`config.mk`:
```
export PLATFORM = sky130hd
export DESIGN_NAME = ladrc_alu
export DESIGN_NICKNAME = d
export VERILOG_FILES = /design/src/design/ladrc_pkg.sv /design/src/design/ladrc_alu.sv
export SDC_FILE = /design/constraint.sdc
export NUM_CORES = 2
export LEC_CHECK = 0
export BUFFER_PORTS_ARGS = -buffer_cell sky130_fd_sc_hd__buf_4
export CORE_ASPECT_RATIO = 0.9
export CORE_MARGIN = 2
export CORE_UTILIZATION = 60
export DETAILED_ROUTE_END_ITERATION = 8
export GPL_TIMING_DRIVEN = 0
export MAX_ROUTING_LAYER = met4
export PLACE_DENSITY = 0.8
export REMOVE_ABC_BUFFERS = 1
export SETUP_SLACK_MARGIN = 0.5
export SKIP_LAST_GASP = 1
export SYNTH_ARGS = -nofsm -noshare
export SYNTH_HDL_FRONTEND = slang
export SYNTH_SLANG_ARGS = --single-unit
```
`constraint.sdc`:
```
create_clock -name clk -period 11.21 [get_ports clk]
set_input_delay 2.242 -clock clk [delete_from_list [all_inputs] [get_ports clk]]
set_output_delay 2.242 -clock clk [all_outputs]
set_load 0.005 [all_outputs]
```
`src/design/ladrc_pkg.sv`:
```
// Package: payload types, register indexes and fixed-point constants for the LADRC core.
package ladrc_pkg;

	localparam int STATE_WIDTH = 48;
	localparam int FRAC_BITS   = 16;
	localparam int H_SHIFT     = 24;
	localparam int DRIVE_LIMIT_INT = 30000;
	localparam int ADDR_WIDTH  = 5;

	localparam logic [ADDR_WIDTH-3:0] REG_STEP_TIME    = 3'd0;
	localparam logic [ADDR_WIDTH-3:0] REG_TRACK_SPEED  = 3'd1;
	localparam logic [ADDR_WIDTH-3:0] REG_CONTROL_BW   = 3'd2;
	localparam logic [ADDR_WIDTH-3:0] REG_OBSERVER_BW  = 3'd3;
	localparam logic [ADDR_WIDTH-3:0] REG_PLANT_GAIN   = 3'd4;

	typedef struct packed {
		logic               action;
		logic signed [31:0] setpoint;
		logic signed [31:0] measurement;
	} in_word_t;

	typedef struct packed {
		logic signed [31:0] drive;
		logic               clamped;
	} out_word_t;

	// ALU operation codes for the shared unit
	typedef enum logic [2:0] {
		OP_ADD = 3'd0,
		OP_SUB = 3'd1,
		OP_MUL = 3'd2
	} alu_op_t;

endpackage

```
`src/design/ladrc_alu.sv`:
```
// Shared saturating add, subtract and rounding multiply unit with a registered result.
module ladrc_alu #(
	parameter int STATE_WIDTH = ladrc_pkg::STATE_WIDTH
) (
	input  logic                          clk,
	input  logic                          arst_n,
	input  logic                          start,
	input  ladrc_pkg::alu_op_t            op,
	input  logic signed [STATE_WIDTH-1:0] a,
	input  logic signed [STATE_WIDTH-1:0] b,
	input  logic [4:0]                    sh,
	output logic                          done,
	output logic signed [STATE_WIDTH-1:0] y
);
	localparam int W = STATE_WIDTH;
	localparam int HW = (W + 1) / 2;
	localparam logic signed [W-1:0] SMAX = {1'b0, {(W-1){1'b1}}};
	localparam logic signed [W-1:0] SMIN = {1'b1, {(W-1){1'b0}}};

	logic [W-1:0]   ma_q, mb_q;
	logic           neg_q;
	logic [2*W-1:0] acc_q;
	logic [4:0]     sh_q;
	logic [2:0]     phase_q;
	logic           busy_q;

	logic signed [W:0] sum;
	logic signed [W-1:0] addres;
	logic [W-1:0] ma, mb;
	logic [HW-1:0] pa, pb;
	logic [2*HW-1:0] pp;
	logic [2*W-1:0] ppx, rnd, shr;
	logic [W-1:0] mag;
	logic ovf;

	always_comb begin
		sum = (op == ladrc_pkg::OP_SUB) ? ({a[W-1], a} - {b[W-1], b})
			: ({a[W-1], a} + {b[W-1], b});
		if (sum[W] != sum[W-1])
			addres = sum[W] ? SMIN : SMAX;
		else
			addres = sum[W-1:0];
		ma = a[W-1] ? W'(-a) : W'(a);
		mb = b[W-1] ? W'(-b) : W'(b);
		pa = (phase_q[1]) ? HW'(ma_q >> HW) : ma_q[HW-1:0];
		pb = (phase_q[0]) ? HW'(mb_q >> HW) : mb_q[HW-1:0];
		pp = pa * pb;
		ppx = (2*W)'(pp) << ((phase_q[1] ? HW : 0) + (phase_q[0] ? HW : 0));
		rnd = (sh_q == 5'd0) ? acc_q : acc_q + ((2*W)'(1) << (sh_q - 5'd1));
		shr = rnd >> sh_q;
		ovf = (shr >> (W - 1)) != '0;
		mag = shr[W-1:0];
	end

	always_ff @(posedge clk or negedge arst_n) begin
		if (!arst_n) begin
			ma_q    <= '0;
			mb_q    <= '0;
			neg_q   <= 1'b0;
			sh_q    <= '0;
			acc_q   <= '0;
			phase_q <= '0;
			busy_q  <= 1'b0;
			done    <= 1'b0;
			y       <= '0;
		end else begin
			done <= 1'b0;
			if (start) begin
				if (op == ladrc_pkg::OP_MUL) begin
					ma_q    <= ma;
					mb_q    <= mb;
					neg_q   <= a[W-1] != b[W-1];
					sh_q    <= sh;
					acc_q   <= '0;
					phase_q <= 3'd0;
					busy_q  <= 1'b1;
				end else begin
					y    <= addres;
					done <= 1'b1;
				end
			end else if (busy_q) begin
				if (phase_q == 3'd4) begin
					busy_q <= 1'b0;
					done   <= 1'b1;
					if (ovf)
						y <= neg_q ? SMIN : SMAX;
					else
						y <= neg_q ? W'(-mag) : W'(mag);
				end else begin
					acc_q   <= acc_q + ppx;
					phase_q <= phase_q + 3'd1;
				end
			end
		end
	end
endmodule

```
==> metrics.txt, run 1 <==
number of library cell types mapped by synthesis=118; post-synth top area share=0.171; Die Wd=329 um; FP Rows=107; mapped cell area=56900 um2; type of pin the worst path ends at=register input; error msg=[ERROR GRT-0232] Routing congestion too high. Check the congestion heatmap in the GUI.; Tot GR Track Use=0.661; syn_area_per_cell=7.53 um2; pin count of the biggest net entering global routing=101; dpl hpwl=198000 um; Buffers on Ports=155; worst endpoint left by the global-route repair_timing run=acc_q[81]$_DFFE_PN0P_/D; clk buf depth=3; GR Overflow Total=63; number of flops mapped to enable cells by yosys=0; CTS Hold Buffers Added=0; Yosys Warn Count=0; number of antenna violations at the first check in global routing=62; CTS Sinks=251; Synth async-reset ratio=1.00; Cells after Synth=7559; top post-synthesis cells by area=fa_1 (17%), dfrtp_1 (11%), ha_1 (8.0%), nand2_1 (6.8%), nor2_1 (4.7%); IO Pins=156; H-tree depth=1; Top FF cell, synth=dfrtp_1; Failed at=5_1_grt; Seq cells post-synth=251; outcome=stopped before the end; Root Driver=clkbuf_16; count leader, synth=nand2_1; CTS Buf Count=31; synth cell count leaders=nand2_1 (1036), nor2_1 (711), inv_1 (642); die extent in y=296 um; DP Worst Slack=-3.54 ns; GPL Wtd Cong=1.17; Yosys top cell by area=fa_1; Seq/Total Area, Yosys=0.110; Initial Util=0.603
[layer usage]
layer / overflow / GRT usage
met1: 7 / 0.737
met2: 34 / 0.814
met4: 21 / 0.479
met3: 1 / 0.450
met5: - / -
[kinds of logic after synthesis]
family	count (synthesis)	share of synthesized area
AO/OA/AOI/OAI	1928	0.226
XOR/XNOR	383	0.0589
adder cells (fa/ha/maj)	850	0.251
buffers and inverters	1103	0.0744
flip-flops	251	0.110
multiplexers	264	0.0523
AND/OR/NAND/NOR	2780	0.227
[through the flow]
step / instance area (um2) / std cells
after global placement: 57800 / 8511
after floorplan: 55100 / 7103
after CTS: 64500 / 8880
after detailed placement: 59300 / 8579
[what timing repair did]
action,in CTS
endpoints found under the setup margin,123
gates resized for setup,407
pin swaps,128
cloned,18
buffers inserted,227
==> run 2: changes to the inputs <==
--- a/config.mk
+++ b/config.mk
@@ -6,15 +6,12 @@
 export NUM_CORES = 2
 export LEC_CHECK = 0
 export BUFFER_PORTS_ARGS = -buffer_cell sky130_fd_sc_hd__buf_4
-export CORE_ASPECT_RATIO = 0.9
 export CORE_MARGIN = 2
-export CORE_UTILIZATION = 60
+export CORE_UTILIZATION = 40
 export DETAILED_ROUTE_END_ITERATION = 8
 export GPL_TIMING_DRIVEN = 0
-export MAX_ROUTING_LAYER = met4
-export PLACE_DENSITY = 0.8
+export PLACE_DENSITY_LB_ADDON = 0.15
 export REMOVE_ABC_BUFFERS = 1
-export SETUP_SLACK_MARGIN = 0.5
 export SKIP_LAST_GASP = 1
 export SYNTH_ARGS = -nofsm -noshare
 export SYNTH_HDL_FRONTEND = slang
==> constraint.sdc (replaced) <==
create_clock -name clk -period 14.6 [get_ports clk]
set_input_delay 2.92 -clock clk [delete_from_list [all_inputs] [get_ports clk]]
set_output_delay 2.92 -clock clk [all_outputs]
set_load 0.005 [all_outputs]
==> metrics.txt, run 2 <==
first-pass GRT wire length=390000 um; Tot GR Track Use=0.359; syn_area_per_cell=7.53 um2 (unchanged); number of library cell types mapped by synthesis=118 (unchanged); CP required=15.08 ns; die area=145000 um2; CTS Sinks=251 (unchanged); crit path max-delay cell type=mux2i_4; Peak Freq=70.4 MHz; Synth async-reset ratio=1.00 (unchanged); CTS tree=yes; worst min path class=flop to flop; Top FF cell, synth=dfrtp_1; min cycle time layout=14.21 ns; top post-synthesis cells by area=fa_1 (17%), dfrtp_1 (11%), ha_1 (8.0%), nand2_1 (6.8%), nor2_1 (4.7%); dpl hpwl=214000 um (+8.0%); Worst-path clk slew=0.05 ns; outcome=finished clean; WS Path Type=flop to flop; clk buf depth=3 (unchanged); crit path DAT=14.69 ns; vias per cell=6.37; vias in the first global route=56800; Worst-Skew Late Latency=0.65 ns; Cells after DPL=9215 (+7.4%); crit share post-route=0.973; unrepaired setup endpoints after global routing=false; DRC=0; Yosys top cell by area=fa_1; CP max stage delay=0.87 ns; IO Pins=156 (unchanged); count leader, synth=nand2_1; CTS Buf Count=39 (+26%); routed len/inst=28.8 um; Cells after Synth=7559 (unchanged); Yosys Warn Count=0 (unchanged); Max-Cap Viols=0; reg2reg start=phase_q[1]; actual slew at the worst max-slew pin=1.44 ns; Final ANT Viol Nets=0; Layout fillers=14600; post-synth top area share=0.171 (unchanged); commonest non-fill, non-tap cell in the layout=nand2_1; Critical Path Sink=acc_q[95]; max reg flops=96; via count=59200; r2r setup slk=0.39 ns; hold wc startpoint=mb_q[27]; clk_skew=0.0846 ns; Seq cells post-synth=251 (unchanged); Crit path top cell by count=fa_1; share of layout cells above drive strength 1=0.0785; final net count=8327; number of flops mapped to enable cells by yosys=0 (unchanged); FP Rows=138 (+29%); crit start category=flop; Area growth syn-to-layout=8.31%; R2R Path End=acc_q[95]; Buffers on Ports=155 (unchanged); Slew Viols, Final=0; Pre-Repair DR Iteration Count=6; WL final=268000 um; Biggest register=acc_q; GPL Wtd Cong=1.02 (-13%); Sum Neg Setup Slack=0 ns; final setup fails=0; worst-path fanout max=48; synth cell count leaders=nand2_1 (1036), nor2_1 (711), inv_1 (642); final hold vios=0; DR iter-0 viols=7212; H-tree depth=2 (+1); die extent in y=381 um (+29%); GR Overflow Total=0; Root Driver=clkbuf_16; Seq/Total Area, Yosys=0.110 (unchanged); most frequent cells in the layout=nand2_1 (1032), nor2_1 (706), inv_1 (637); fin cells=9298; Worst Setup End Kind=flop; max_slew headroom=0.0330; number of antenna violations at the first check in global routing=11; worst reg2reg path depth=42; core area=141000 um2; Critical path origin=phase_q[1]; mapped cell area=56900 um2 (unchanged); Initial Util=0.402 (-0.201); CTS Hold Buffers Added=0 (unchanged); Die Wd=381 um (+16%); pin count of the biggest net entering global routing=106
-- run 2: cell counts after synthesis --
No cell type changed its count.
-- run 2: how the worst min path moves through the flow --
stage / to / slack [ns] / depth (start not counted)
2_1_floorplan: mb_q[27] / 0.44 / 2
3_3_place_gp: mb_q[16] / 0.46 / 2
3_5_place_dp: mb_q[27] / 0.47 / 2
4_1_cts: mb_q[27] / 0.48 / 2
5_1_grt: mb_q[28] / 0.49 / 2
6_report: mb_q[27] / 0.47 / 2
-- run 2: metrics by stage --
stage                     utilization  worst slack [ns]  hold WS [ns]  instance area (um2)
after floorplan                     -              1.40         0.444                55100
after global placement          0.415             -9.14         0.459                58600
after detailed placement        0.425             0.210         0.466                60100
after CTS                       0.435             0.124         0.478                61500
after global routing            0.436           0.00723         0.494                61600
final                           0.436             0.393         0.474                61600
-- run 2: area by class of cell --
cell class,instances,area [um2],area share
Clock inverter,19,229,0.00371
Tap cell,1890,2360,0.0384
Timing Repair Buffer,226,2330,0.0377
Antenna cell,7,17.5,0.000284
Sequential cell,251,6310,0.102
Multi-Input combinational cell,6206,46900,0.760
Inverter,647,2440,0.0395
Clock buffer,52,1110,0.0179
-- run 2: cells by family (layout without fill, tap and decap cells) --
group           Yosys count  count (layout)  synth area share
mux                     264             265            0.0523
compound gates         1928            1928             0.226
fa+ha+maj               850             850             0.251
other cells               0               7                 0
flops                   251             251             0.110
xor+xnor                383             383            0.0589
buf+inv                1103             944            0.0744
simple gates           2780            2780             0.227
-- run 2: repair_timing --
item	CTS	global route
setup buffers	0	2
resized for setup	0	15
endpoints found under the setup margin	0	14
-- run 2: per-layer routing --
layer / vias to the layer above / global-route usage / part of all wire
met1: 29300 / 0.477 / 0.41
met5: - / 0 / 0.000030
li1: 26200 / - / -
met2: 3091 / 0.560 / 0.44
met3: 637 / 0.0615 / 0.090
met4: 2 / 0.179 / 0.059
-- run 2: critical path: cells and delay by family (launching register included) --
kind / cells / cell delay [ns]
AOI/OAI and AO/OA: 21 / 5.43
xor gates and xnor gates: 2 / 0.89
buffers and inverters: 5 / 0.51
and+or+nand+nor: 4 / 1.20
muxes: 1 / 0.87
DFF: 1 / 0.46
adders and majority gates: 9 / 4.63
Power of run 2 is not shown: default switching activity piles up to over one toggle a cycle in this logic, so the estimate is an artifact.
