==> src/design/ladrc_pkg.sv <==
// Package: payload types, register indexes and fixed-point constants for the LADRC core.
package ladrc_pkg;

	localparam int STATE_WIDTH = 48;
	localparam int FRAC_BITS   = 16;
	localparam int H_SHIFT     = 24;
	localparam int DRIVE_LIMIT_INT = 30000;
	localparam int ADDR_WIDTH  = 5;

	localparam logic [ADDR_WIDTH-3:0] REG_STEP_TIME    = 3'd0;
	localparam logic [ADDR_WIDTH-3:0] REG_TRACK_SPEED  = 3'd1;
	localparam logic [ADDR_WIDTH-3:0] REG_CONTROL_BW   = 3'd2;
	localparam logic [ADDR_WIDTH-3:0] REG_OBSERVER_BW  = 3'd3;
	localparam logic [ADDR_WIDTH-3:0] REG_PLANT_GAIN   = 3'd4;

	typedef struct packed {
		logic               action;
		logic signed [31:0] setpoint;
		logic signed [31:0] measurement;
	} in_word_t;

	typedef struct packed {
		logic signed [31:0] drive;
		logic               clamped;
	} out_word_t;

	// ALU operation codes for the shared unit
	typedef enum logic [2:0] {
		OP_ADD = 3'd0,
		OP_SUB = 3'd1,
		OP_MUL = 3'd2
	} alu_op_t;

endpackage

==> src/design/ladrc_div.sv <==
// Restoring divider: clamp check and bit-serial quotient for the drive.
module ladrc_div #(
	parameter int STATE_WIDTH = ladrc_pkg::STATE_WIDTH,
	parameter int FRAC_BITS   = ladrc_pkg::FRAC_BITS
) (
	input  logic                          clk,
	input  logic                          arst_n,
	input  logic                          start,
	input  logic signed [STATE_WIDTH-1:0] num,
	input  logic [30:0]                   den,
	output logic                          done,
	output logic signed [31:0]            q,
	output logic                          clip
);
	localparam int W  = STATE_WIDTH;
	localparam int NW = W + FRAC_BITS;
	localparam logic [63:0] LIM_FULL = 64'(ladrc_pkg::DRIVE_LIMIT_INT) << FRAC_BITS;
	localparam logic [31:0] LIMIT = (LIM_FULL > 64'h7FFF_FFFF) ? 32'h7FFF_FFFF
		: LIM_FULL[31:0];
	localparam int CW = $clog2(NW + 1);

	logic [NW-1:0] dvd_q;
	logic [31:0]   rem_q;
	logic [30:0]   den_q;
	logic          neg_q;
	logic [CW-1:0] cnt_q;
	logic          busy_q;

	logic [W-1:0] mag;
	logic [NW-1:0] shifted;
	logic [30:0] den_eff;
	logic [63:0] lim_prod;
	logic big;
	logic [32:0] trial;

	always_comb begin
		mag = num[W-1] ? W'(-num) : W'(num);
		shifted = NW'(mag) << FRAC_BITS;
		den_eff = (den == '0) ? 31'd1 : den;
		lim_prod = (64'(LIMIT) + 64'd1) * 64'(den_eff);
		big = (NW > 64) ? ((NW'(shifted) >> 63) != '0 || 64'(shifted) >= lim_prod)
			: (65'(shifted) >= 65'(lim_prod));
		trial = {rem_q, dvd_q[NW-1]} - {2'b0, den_q};
	end

	always_ff @(posedge clk or negedge arst_n) begin
		if (!arst_n) begin
			busy_q <= 1'b0;
			done   <= 1'b0;
			cnt_q  <= '0;
			neg_q  <= 1'b0;
			den_q  <= 31'd1;
			dvd_q  <= '0;
			rem_q  <= '0;
			clip   <= 1'b0;
			q      <= '0;
		end else begin
			done <= 1'b0;
			if (start) begin
				neg_q <= num[W-1];
				den_q <= den_eff;
				if (big) begin
					clip <= 1'b1;
					q    <= num[W-1] ? -LIMIT : LIMIT;
					done <= 1'b1;
				end else begin
					clip   <= 1'b0;
					dvd_q  <= shifted;
					rem_q  <= '0;
					cnt_q  <= CW'(NW);
					busy_q <= 1'b1;
				end
			end else if (busy_q) begin
				if (cnt_q == '0) begin
					busy_q <= 1'b0;
					done   <= 1'b1;
					q      <= neg_q ? -dvd_q[31:0] : dvd_q[31:0];
				end else begin
					if (!trial[32]) begin
						rem_q <= trial[31:0];
						dvd_q <= {dvd_q[NW-2:0], 1'b1};
					end else begin
						rem_q <= {rem_q[30:0], dvd_q[NW-1]};
						dvd_q <= {dvd_q[NW-2:0], 1'b0};
					end
					cnt_q <= cnt_q - CW'(1);
				end
			end
		end
	end
endmodule

==> config.mk <==
export PLATFORM = sky130hd
export DESIGN_NAME = ladrc_div
export DESIGN_NICKNAME = d
export VERILOG_FILES = /design/src/design/ladrc_pkg.sv /design/src/design/ladrc_div.sv
export SDC_FILE = /design/constraint.sdc
export NUM_CORES = 1
export LEC_CHECK = 0
export BUFFER_PORTS_ARGS = -buffer_cell sky130_fd_sc_hd__buf_2
export CORE_ASPECT_RATIO = 0.75
export CORE_MARGIN = 4
export CORE_UTILIZATION = 50
export DETAILED_ROUTE_END_ITERATION = 8
export GPL_TIMING_DRIVEN = 1
export PLACE_DENSITY = 0.64
export SLEW_MARGIN = 20
export SYNTH_ARGS = -nofsm -noshare
export SYNTH_HDL_FRONTEND = slang
export SYNTH_SLANG_ARGS = --single-unit
export TNS_END_PERCENT = 5
==> constraint.sdc <==
create_clock -name clk -period 5.1 [get_ports clk]
set_clock_uncertainty 0.05 [all_clocks]
set_input_delay 1.02 -clock clk [delete_from_list [all_inputs] [get_ports clk]]
set_output_delay 1.02 -clock clk [all_outputs]
set_load 0.01 [all_outputs]
## Yosys cells after proc, flatten, opt, wreduce, memory -nomap -nowiden

Index checks and enable logic that the tools add are counted.

| word-level totals | value |
|---|---|
| register bits after elaboration | 170 |
| word-level logic and storage cells | 54 |
| output and inout port bits | 34 |
| bits in latches | 0 |
| bits in read-only memories | 0 |
| memory bits (writable) | 0 |
| memories kept | 0 |

| cells by class | value |
|---|---|
| mux-type cells | 30 |
| add/subtract/negate cells | 4 |
| eq/ne operators | 3 |
| shift operators | 0 |
| divide/modulo/power cells | 0 |
| multiply operators | 1 |
| bitwise operators | 0 |
| reduce and logical (&&, ||, !) cells | 6 |
| magnitude comparators | 1 |

Operator list:

| kind | count |
|---|---|
| $mux 32 | 11 |
| $mux 64 | 4 |
| $ge 64x62->1 | 1 |
| $mul 31x31->62 const A | 1 |
| $mux 48 | 1 |
| $neg 48->48 | 1 |
| $sub 33x31->33 | 1 |
| $neg 32->32 | 1 |
| $logic_not 31->1 | 1 |
| $mux 31 | 1 |
| $mux 7 | 4 |
| $mux 1 | 9 |
| $logic_not 7->1 | 1 |
| $sub 7x1->7 const B | 1 |
| $reduce_and 3->1 | 2 |
| $ne 2x2->1 const B | 2 |
| $reduce_bool 2->1 | 2 |
| $ne 2x1->1 const B | 1 |

## Longest topological paths before layout

Gate-level depths: netlist of the first run.

| depth | value |
|---|---|
| word-level depth | 6 |
| depth in mapped cells | 41 |
| depth with buffers taken out | 38 |

## Least setup slack after synthesis of the first run

Ideal clock, no wire load.

| timing | value |
|---|---|
| path kind | input to register |
| start | in den[8] |
| end | reg q[11] |
| path slack | -3.964 ns |
| stages on the path | 38 |
| data arrival time | 8.884 ns |
| buffers on the path | 4 |
| data required time | 4.920 ns |
| library setup time | 0.130 ns |
| path through | clkbuf_1 nor4_1 nand2_1 nor3_1 a41oi_1 inv_1 fa_1 fa_1 ha_1 fa_1 fa_1 inv_1 fa_1 inv_1 ha_1 o21a_1 nor2_1 nor2_1 [2 not listed] o21ai_0 a21boi_0 o21ai_0 nand3_1 mux2i_1 ha_1 nand4_1 nor2_1 and3_1 o2111ai_1 o211ai_1 a21oi_1 buf_4 or2b_2 and2_4 buf_6 buf_6 o2bb2ai_1 |

| between the ends | value |
|---|---|
| word-level cells in the longest chain between the ends | 6 |

Ends and longest elaborated chain:

| what | RTL line | RTL |
|---|---|---|
| start: declaration | ladrc_div.sv:10 | `input logic [30:0] den,` |
| $logic_not 31->1 | ladrc_div.sv:39 | `den_eff = (den == '0) ? 31'd1 : den;` |
| $mux 31 | ladrc_div.sv:39 |  |
| via den_eff[0] | ladrc_div.sv:31 | `logic [30:0] den_eff;` |
| $mul 31x31->62 | ladrc_div.sv:40 | `lim_prod = (64'(LIMIT) + 64'd1) * 64'(den_eff);` |
| $ge 64x62->1 | ladrc_div.sv:42 | `: (65'(shifted) >= 65'(lim_prod));` |
| $ne 2x1->1 (no line) | - |  |
| $reduce_and 3->1 (no line) | - |  |
| end signal: assignment | ladrc_div.sv:64 | `q <= num[W-1] ? -LIMIT : LIMIT;` |
| end signal: assignment | ladrc_div.sv:77 | `q <= neg_q ? -dvd_q[31:0] : dvd_q[31:0];` |
| end: declaration | ladrc_div.sv:12 | `output logic signed [31:0] q,` |

The timed path passes the listed nets, and every way through them passes these cells.
A chain may end at the register's enable or synchronous reset.

## Final worst setup path of the first run

| timing | value |
|---|---|
| start | in den[6] |
| end | reg q[28] |

| between the ends | value |
|---|---|
| word-level cells in the longest chain between the ends | 6 |

Ends and longest elaborated chain:

| what | RTL line |
|---|---|
| $logic_not 31->1 | ladrc_div.sv:39 |
| $mux 31 (*) | ladrc_div.sv:39 |
| $mul 31x31->62 (*) | ladrc_div.sv:40 |
| $ge 64x62->1 (*) | ladrc_div.sv:42 |
| $ne 2x1->1 (no line) (*) | - |
| $reduce_and 3->1 (no line) (*) | - |

Every way passes the cells marked *; elsewhere a longest branch is shown, timed or not.

==> results of run 1 <==
worst max-delay path: cells and delay by family:
kind,cells,cell delay [ns]
adders and majority gates,10,3.38
AOI/OAI and AO/OA,11,2.35
buffers and inverters,8,1.05
and+or+nand+nor,7,0.96
xor gates and xnor gates,2,0.31
placed cells by master (no fill, tap or decap), types with 71 or more instances in the layout:
master,instances
ha_1,350
buf_2,104
mux2i_1,71
inv_1,345
nand2_1,150
xnor2_1,90
buf_4,329
o21ai_0,114
dfrtp_1,168
fa_1,130
per-layer routing:
layer	up-vias	share of wire
li1	8589	-
met1	8550	0.49
met2	475	0.42
met3	70	0.058
met4	2	0.023
met5	-	0.00022
per-stage QoR:
| stage | TNS [ns] | hold WS [ns] | cells |
|---|---|---|---|
| final | -490.14 | 0.438 | 3232 |
| after detailed placement | -586.73 | 0.414 | 3176 |
| after global routing | -545.31 | 0.460 | 3232 |
| after CTS | -473.01 | 0.442 | 3224 |
| after global placement | -565.28 | 0.414 | 3176 |
| after floorplan | -425.05 | 0.400 | 2285 |
cells by family (layout without fill, tap and decap cells):
| family | after synthesis | after routing | share of synthesized area |
|---|---|---|---|
| xor+xnor | 153 | 153 | 0.0641 |
| other cells | 0 | 3 | 0 |
| simple gates | 400 | 400 | 0.0944 |
| compound gates | 523 | 523 | 0.165 |
| mux | 73 | 73 | 0.0351 |
| flops | 170 | 170 | 0.204 |
| fa+ha+maj | 510 | 510 | 0.354 |
| buf+inv | 456 | 839 | 0.0838 |
state kept, by name (all words and copies together), names as in the netlist:
name / flops
dvd_q: 64
q: 32
rem_q: 32
den_q: 31
cnt_q: 7
busy_q: 1
clip: 1
done: 1
neg_q: 1
worst paths after layout:
check,start,end,slack (ns),cells after the start
max,den[6],q[28],-3.69,38
max reg2reg,den_q[0],rem_q[25],0.84,13
min in group asynchronous,arst_n,rem_q[5],0.58,1
max in group asynchronous,arst_n,neg_q,3.41,2
min,clip,clip,0.44,1
min reg2reg,clip,clip,0.44,1
cell type report:
cell class                      count  area, sq um  share of cell area
Antenna cell                        3         7.51            0.000291
Clock buffer                       17          425              0.0165
Clock inverter                     15          189             0.00733
Inverter                          353         1330              0.0514
Multi-Input combinational cell   1659        15500               0.601
Sequential cell                   170         4260               0.165
Tap cell                          561          702              0.0272
Timing Repair Buffer              454         3370               0.131
repair_timing:
item	4_1_cts	5_1_grt
endpoints found under the setup margin	138	138
resized for setup	99	24
buffers inserted	14	4
pin swaps	17	5
cloned	2	1
==> metrics.md, run 1 <==
| Metric | Value |
|---|---|
| Number of setup violations in the final report | `138` |
| Final setup margin | `-3.69 ns` |
| Gr busiest metal | `met2` |
| Filler cell count in the final layout | `3449` |
| Total placed instance area | `24600 sq um` |
| Iter 0 DRT Violations | `1208` |
| Final weighted congestion in routability-driven placement | `0.932` |
| Yosys warnings | `0` |
| Critical-path top delay cell | `fa_1` |
| Final #Nets | `between 3k and 4k` |
| Bufs on Longest Clock Path | `2` |
| Total standard cell area after synthesis | `about 21000 sq um` |
| Violations in the final reports | `negative setup slack` |
| Top Ports | `116` |
| Library cell with the largest summed area after synthesis | `ha_1` |
| Floorplan die area | `45200 sq um` |
| Critical path data arrival time | `9.09 ns` |
| Clock root buffer | `clkbuf_16` |
| Clock edge transition at the registers on the reported setup and hold paths | `approximately 0.08 ns` |
| Post-DR wirelength/cell | `about 18 microns` |
| Primary flip-flop cell chosen by synthesis mapping | `dfrtp_1` |
| Vias per cell | `5.47` |
| Count of final max-slew check failures | `0` |
| TritonCTS clock tree | `built` |
| Ratio of cells with drive above 1 in the final layout | `0.231` |
| Seq/Total Area, Yosys | `0.204` |
| Fraction of registers with async set or reset after synthesis | `1.00` |
| Leading post-synthesis cells by instance count | `ha_1, inv_1, o21ai_0` |
| GR Layer Usage met3 | `0.0505` |
| Clock period minus worst slack | `between 8 and 9 ns` |
| Worst skew pair latency | `approximately 0.46 ns` |
| Utilization after layout | `0.629` |
| Maximum number of pins on one net before global-route repair | `89` |
| Most numerous cell in the Yosys netlist | `ha_1` |
| Number of design rule violations left after detail routing | `0` |
| CTS sink count | `170` |
| Nature of the critical path startpoint | `input port` |
| Level count of the clock H-tree | `4` |
| Synth top area share | `0.224` |
| Global-route wire length before repair | `95.4 mm` |
| Dpl hpwl | `~50 mm` |
| Relative slew slack | `0.317` |
| Hold Fails Final Rpt | `0` |
| Pre-antenna DRT Iters | `5` |
| Antenna Violating Nets Remaining | `0` |
| Path type of the worst min-delay path | `flip-flop to flip-flop` |
| Category of the worst setup path capture point | `flip-flop` |
| Total of max-cap violations | `0` |
| Effective utilization at floorplan | `0.510` |
| GRT met2 Usage | `0.397` |
| Core ar. | `between 40000 and 50000 sq um` |
| Total Wirelength | `about 60 mm` |
| Die Span Y | `185 microns` |
| Max Clock Freq | `114 MHz` |
| Remaining Overflow, GRT | `0` |
| Count of buffers from port buffering | `115` |
| Number of enable flip-flop cells after synthesis | `0` |
| Outcome | `finished, violations left` |
| Number of register bits inferred by synthesis | `170` |
| Crit path required time | `5.40 ns` |
| Post-synthesis cell type count | `78` |
| Post-layout instance area | `25800 sq um` |
| Via count of the first global-routing pass | `17.7k` |
| Vias | `17.7k` |
| Worst slew pin tran | `1.02 ns` |
| Number of CTS-inserted buffers | `17` |
| Portion of the clock cycle consumed by the worst path in the final layout | `1.72` |
| Cts-stage hold buffer count | `0` |
| Avg Synthesized Cell Area | `9.15 sq um` |
| Cell types with the largest area share after synthesis | `ha_1, dfrtp_1, fa_1` |
| Width of the chip | `244 microns` |
| Overall global routing resource usage | `0.266` |
| Net count after synthesis | `2876` |
| Post-Place Setup Slack | `-4.37 ns` |
| RSZ-0062 raised after global routing | `true` |
| Peak per-stage delay on the critical path | `around 0.51 ns` |
| Met1 routing resource usage after global routing | `0.396` |
| Worst setup path class | `input port to flip-flop` |
| Largest driver fanout on the critical path | `7` |
| Initial antenna violation count | `4` |
| Number of instances in the synthesized netlist | `2285` |
| Number of cell rows | `64` |
| Area growth from synthesis to layout | `23.4%` |
Power of run 1 is left out: the tool's default activity adds up to more than one toggle a clock period on the data nets, which glitch-free logic cannot reach.
==> inputs of run 2 (changes only) <==
==> constraint.sdc (replaced) <==
create_clock -name clk -period 5.1 [get_ports clk]
set_clock_uncertainty 0.05 [all_clocks]
set_input_delay 0.765 -clock clk [delete_from_list [all_inputs] [get_ports clk]]
set_output_delay 0.765 -clock clk [all_outputs]
set_load 0.01 [all_outputs]
==> metrics.md, run 2 (synthesized netlist as in run 1, its figures left out) <==
| Metric | Value |
|---|---|
| Total placed instance area | `24400 sq um (-0.85%)` |
| Wl on met1 | `29.6 mm (+0.63%)` |
| Launching element of the worst setup path | `den[11]` |
| R2R cell count | `14 (+1)` |
| Most frequent standard cell in the layout excluding fill and tap cells | `ha_1` |
| Worst setup path class | `input port to flip-flop` |
| Uppermost signal routing layer after detailed routing | `met5` |
| Relative slew slack | `0.317 (about the same)` |
| Commonest cells after routing, fill and taps aside | `ha_1, inv_1, buf_4` |
| Final #Nets | `3206 (-1.2%)` |
| Number of setup violations in the final report | `138 (unchanged)` |
| Max Clock Freq | `119 MHz (+4.3%)` |
| Count of final max-slew check failures | `0 (unchanged)` |
| Critical-path top delay cell | `fa_1` |
| TritonCTS clock tree | `built` |
| Via count of the first global-routing pass | `17.6k (-0.52%)` |
| RSZ-0062 raised after global routing | `true` |
| Count of buffers from port buffering | `115 (unchanged)` |
| Total of max-cap violations | `0 (unchanged)` |
| Last element of the critical path | `q[2]` |
| Number of antenna repair diodes | `0 (-3)` |
| Worst slew pin tran | `1.02 ns (+0.00286 ns)` |
| Number of cell rows | `64 (unchanged)` |
| Vias | `17.5k (-0.80%)` |
| Clock edge transition at the registers on the reported setup and hold paths | `0.08 ns (about the same)` |
| Floorplan die area | `45200 sq um (unchanged)` |
| Overall global routing resource usage | `0.263 (-0.00283)` |
| # placed instances | `3148 (-0.88%)` |
| Category of the worst setup path capture point | `flip-flop` |
| Number of design rule violations left after detail routing | `0 (unchanged)` |
| Pre-antenna DRT Iters | `6 (+1)` |
| Global-route wire length before repair | `95.4 mm (about the same)` |
| Crit path required time | `5.39 ns (about the same)` |
| Fin cells | `3189 (-1.3%)` |
| Dpl hpwl | `48.2 mm (-1.5%)` |
| Registers with the most flip-flops | `dvd_q (64), q (32), rem_q (32)` |
| Total Wirelength | `58.8 mm (-1.3%)` |
| Remaining Overflow, GRT | `0 (unchanged)` |
| FF-to-FF setup slack | `0.91 ns (+0.07 ns)` |
| Post-DR wirelength/cell | `18.4 microns (about the same)` |
| Clock root buffer | `clkbuf_16` |
| Number of CTS-inserted buffers | `17 (unchanged)` |
| Hold slack final | `0.240 ns (-0.198 ns)` |
| Peak per-stage delay on the critical path | `0.57 ns (+0.06 ns)` |
| Largest delay share family, worst path | `adder cells` |
| Largest reg by FF count | `dvd_q` |
| Max reg flops | `64 (unchanged)` |
| Critical path data arrival time | `8.73 ns (-0.36 ns)` |
| Effective utilization at floorplan | `0.510 (unchanged)` |
| Area growth from synthesis to layout | `22.0%` |
| Initial antenna violation count | `2 (-2)` |
| Antenna Violating Nets Remaining | `0 (unchanged)` |
| Vias per cell | `5.50 (+0.54%)` |
| Final weighted congestion in routability-driven placement | `0.921 (-1.2%)` |
| Top Ports | `116 (unchanged)` |
| CTS sink count | `170 (unchanged)` |
| Violations in the final reports | `negative setup slack` |
| Ratio of cells with drive above 1 in the final layout | `0.218 (-0.0132)` |
| Worst skew pair latency | `0.45 ns (about the same)` |
| Met3 WL post-DR | `2.87 mm (-17%)` |
| Path type of the worst min-delay path | `input port to asynchronous set/reset pin` |
| Hold Fails Final Rpt | `0 (unchanged)` |
| Core ar. | `41000 sq um (unchanged)` |
| Cts-stage hold buffer count | `0 (unchanged)` |
| Largest driver fanout on the critical path | `17 (+10)` |
| Level count of the clock H-tree | `4 (unchanged)` |
| Die Span Y | `185 microns (unchanged)` |
| Maximum number of pins on one net before global-route repair | `113 (+27%)` |
| Number of buffers and inverters on the critical path | `9 (+1)` |
| Iter 0 DRT Violations | `1197 (-0.91%)` |
| Portion of the clock cycle consumed by the worst path in the final layout | `1.65 (-0.0703)` |
| Bufs on Longest Clock Path | `2 (unchanged)` |
| Final setup margin | `-3.33 ns (+0.358 ns)` |
| Outcome | `finished, violations left` |
| Stages on worst setup path | `37 (-2.6%)` |
| Clock period minus worst slack | `8.43 ns (-0.358 ns)` |
| Nature of the critical path startpoint | `input port` |
| Width of the chip | `244 microns (unchanged)` |
| Final-layout setup total negative slack | `-442.08 ns (+48.06 ns)` |
| Met2 routed wirelength | `25.5 mm (+0.88%)` |
| Post-layout instance area | `25500 sq um (-1.2%)` |
| Source of the worst register-to-register timing path | `dvd_q[63]` |
| R2R Path End | `rem_q[28]` |
[run 2: final cells by class]
class                           count  area, sq um
Fill cell                        3561        15500
Tap cell                          561          702
Clock buffer                       17          425
Timing Repair Buffer              414         3020
Inverter                          353         1330
Multi-Input combinational cell   1659        15500
Sequential cell                   170         4260
Clock inverter                     15          211
[run 2: repair_timing]
item	CTS	global route
pin swaps	25	41
setup buffers	6	4
hold endpoints to repair	0	0
gates resized for setup	50	60
setup endpoints to repair	138	138
[run 2: metrics by stage]
stage / utilization / worst slack [ns]
finish: 0.622 / -3.33
global route: 0.622 / -3.76
detailed placement: 0.596 / -3.93
CTS: 0.617 / -3.33
floorplan: - / -2.95
global placement: 0.596 / -3.86
[run 2: how the worst min path moves through the flow]
stage / startpoint / endpoint / slack [ns] / cells after the start
floorplan: dvd_q[63] / dvd_q[63] / 0.40 / 2
global placement: clip / clip / 0.41 / 1
detailed placement: clip / clip / 0.41 / 1
CTS: arst_n / rem_q[8] / 0.26 / 1
global route: arst_n / rem_q[4] / 0.29 / 1
finish: arst_n / rem_q[2] / 0.24 / 1
[run 2: layer usage]
| layer | up-vias | track usage |
|---|---|---|
| met2 | 414 | 0.407 |
| met3 | 56 | 0.0349 |
| li1 | 8496 | - |
| met1 | 8575 | 0.403 |
| met4 | 4 | 0.0369 |
| met5 | - | 0 |
Power of run 2 is left out for the same reason.
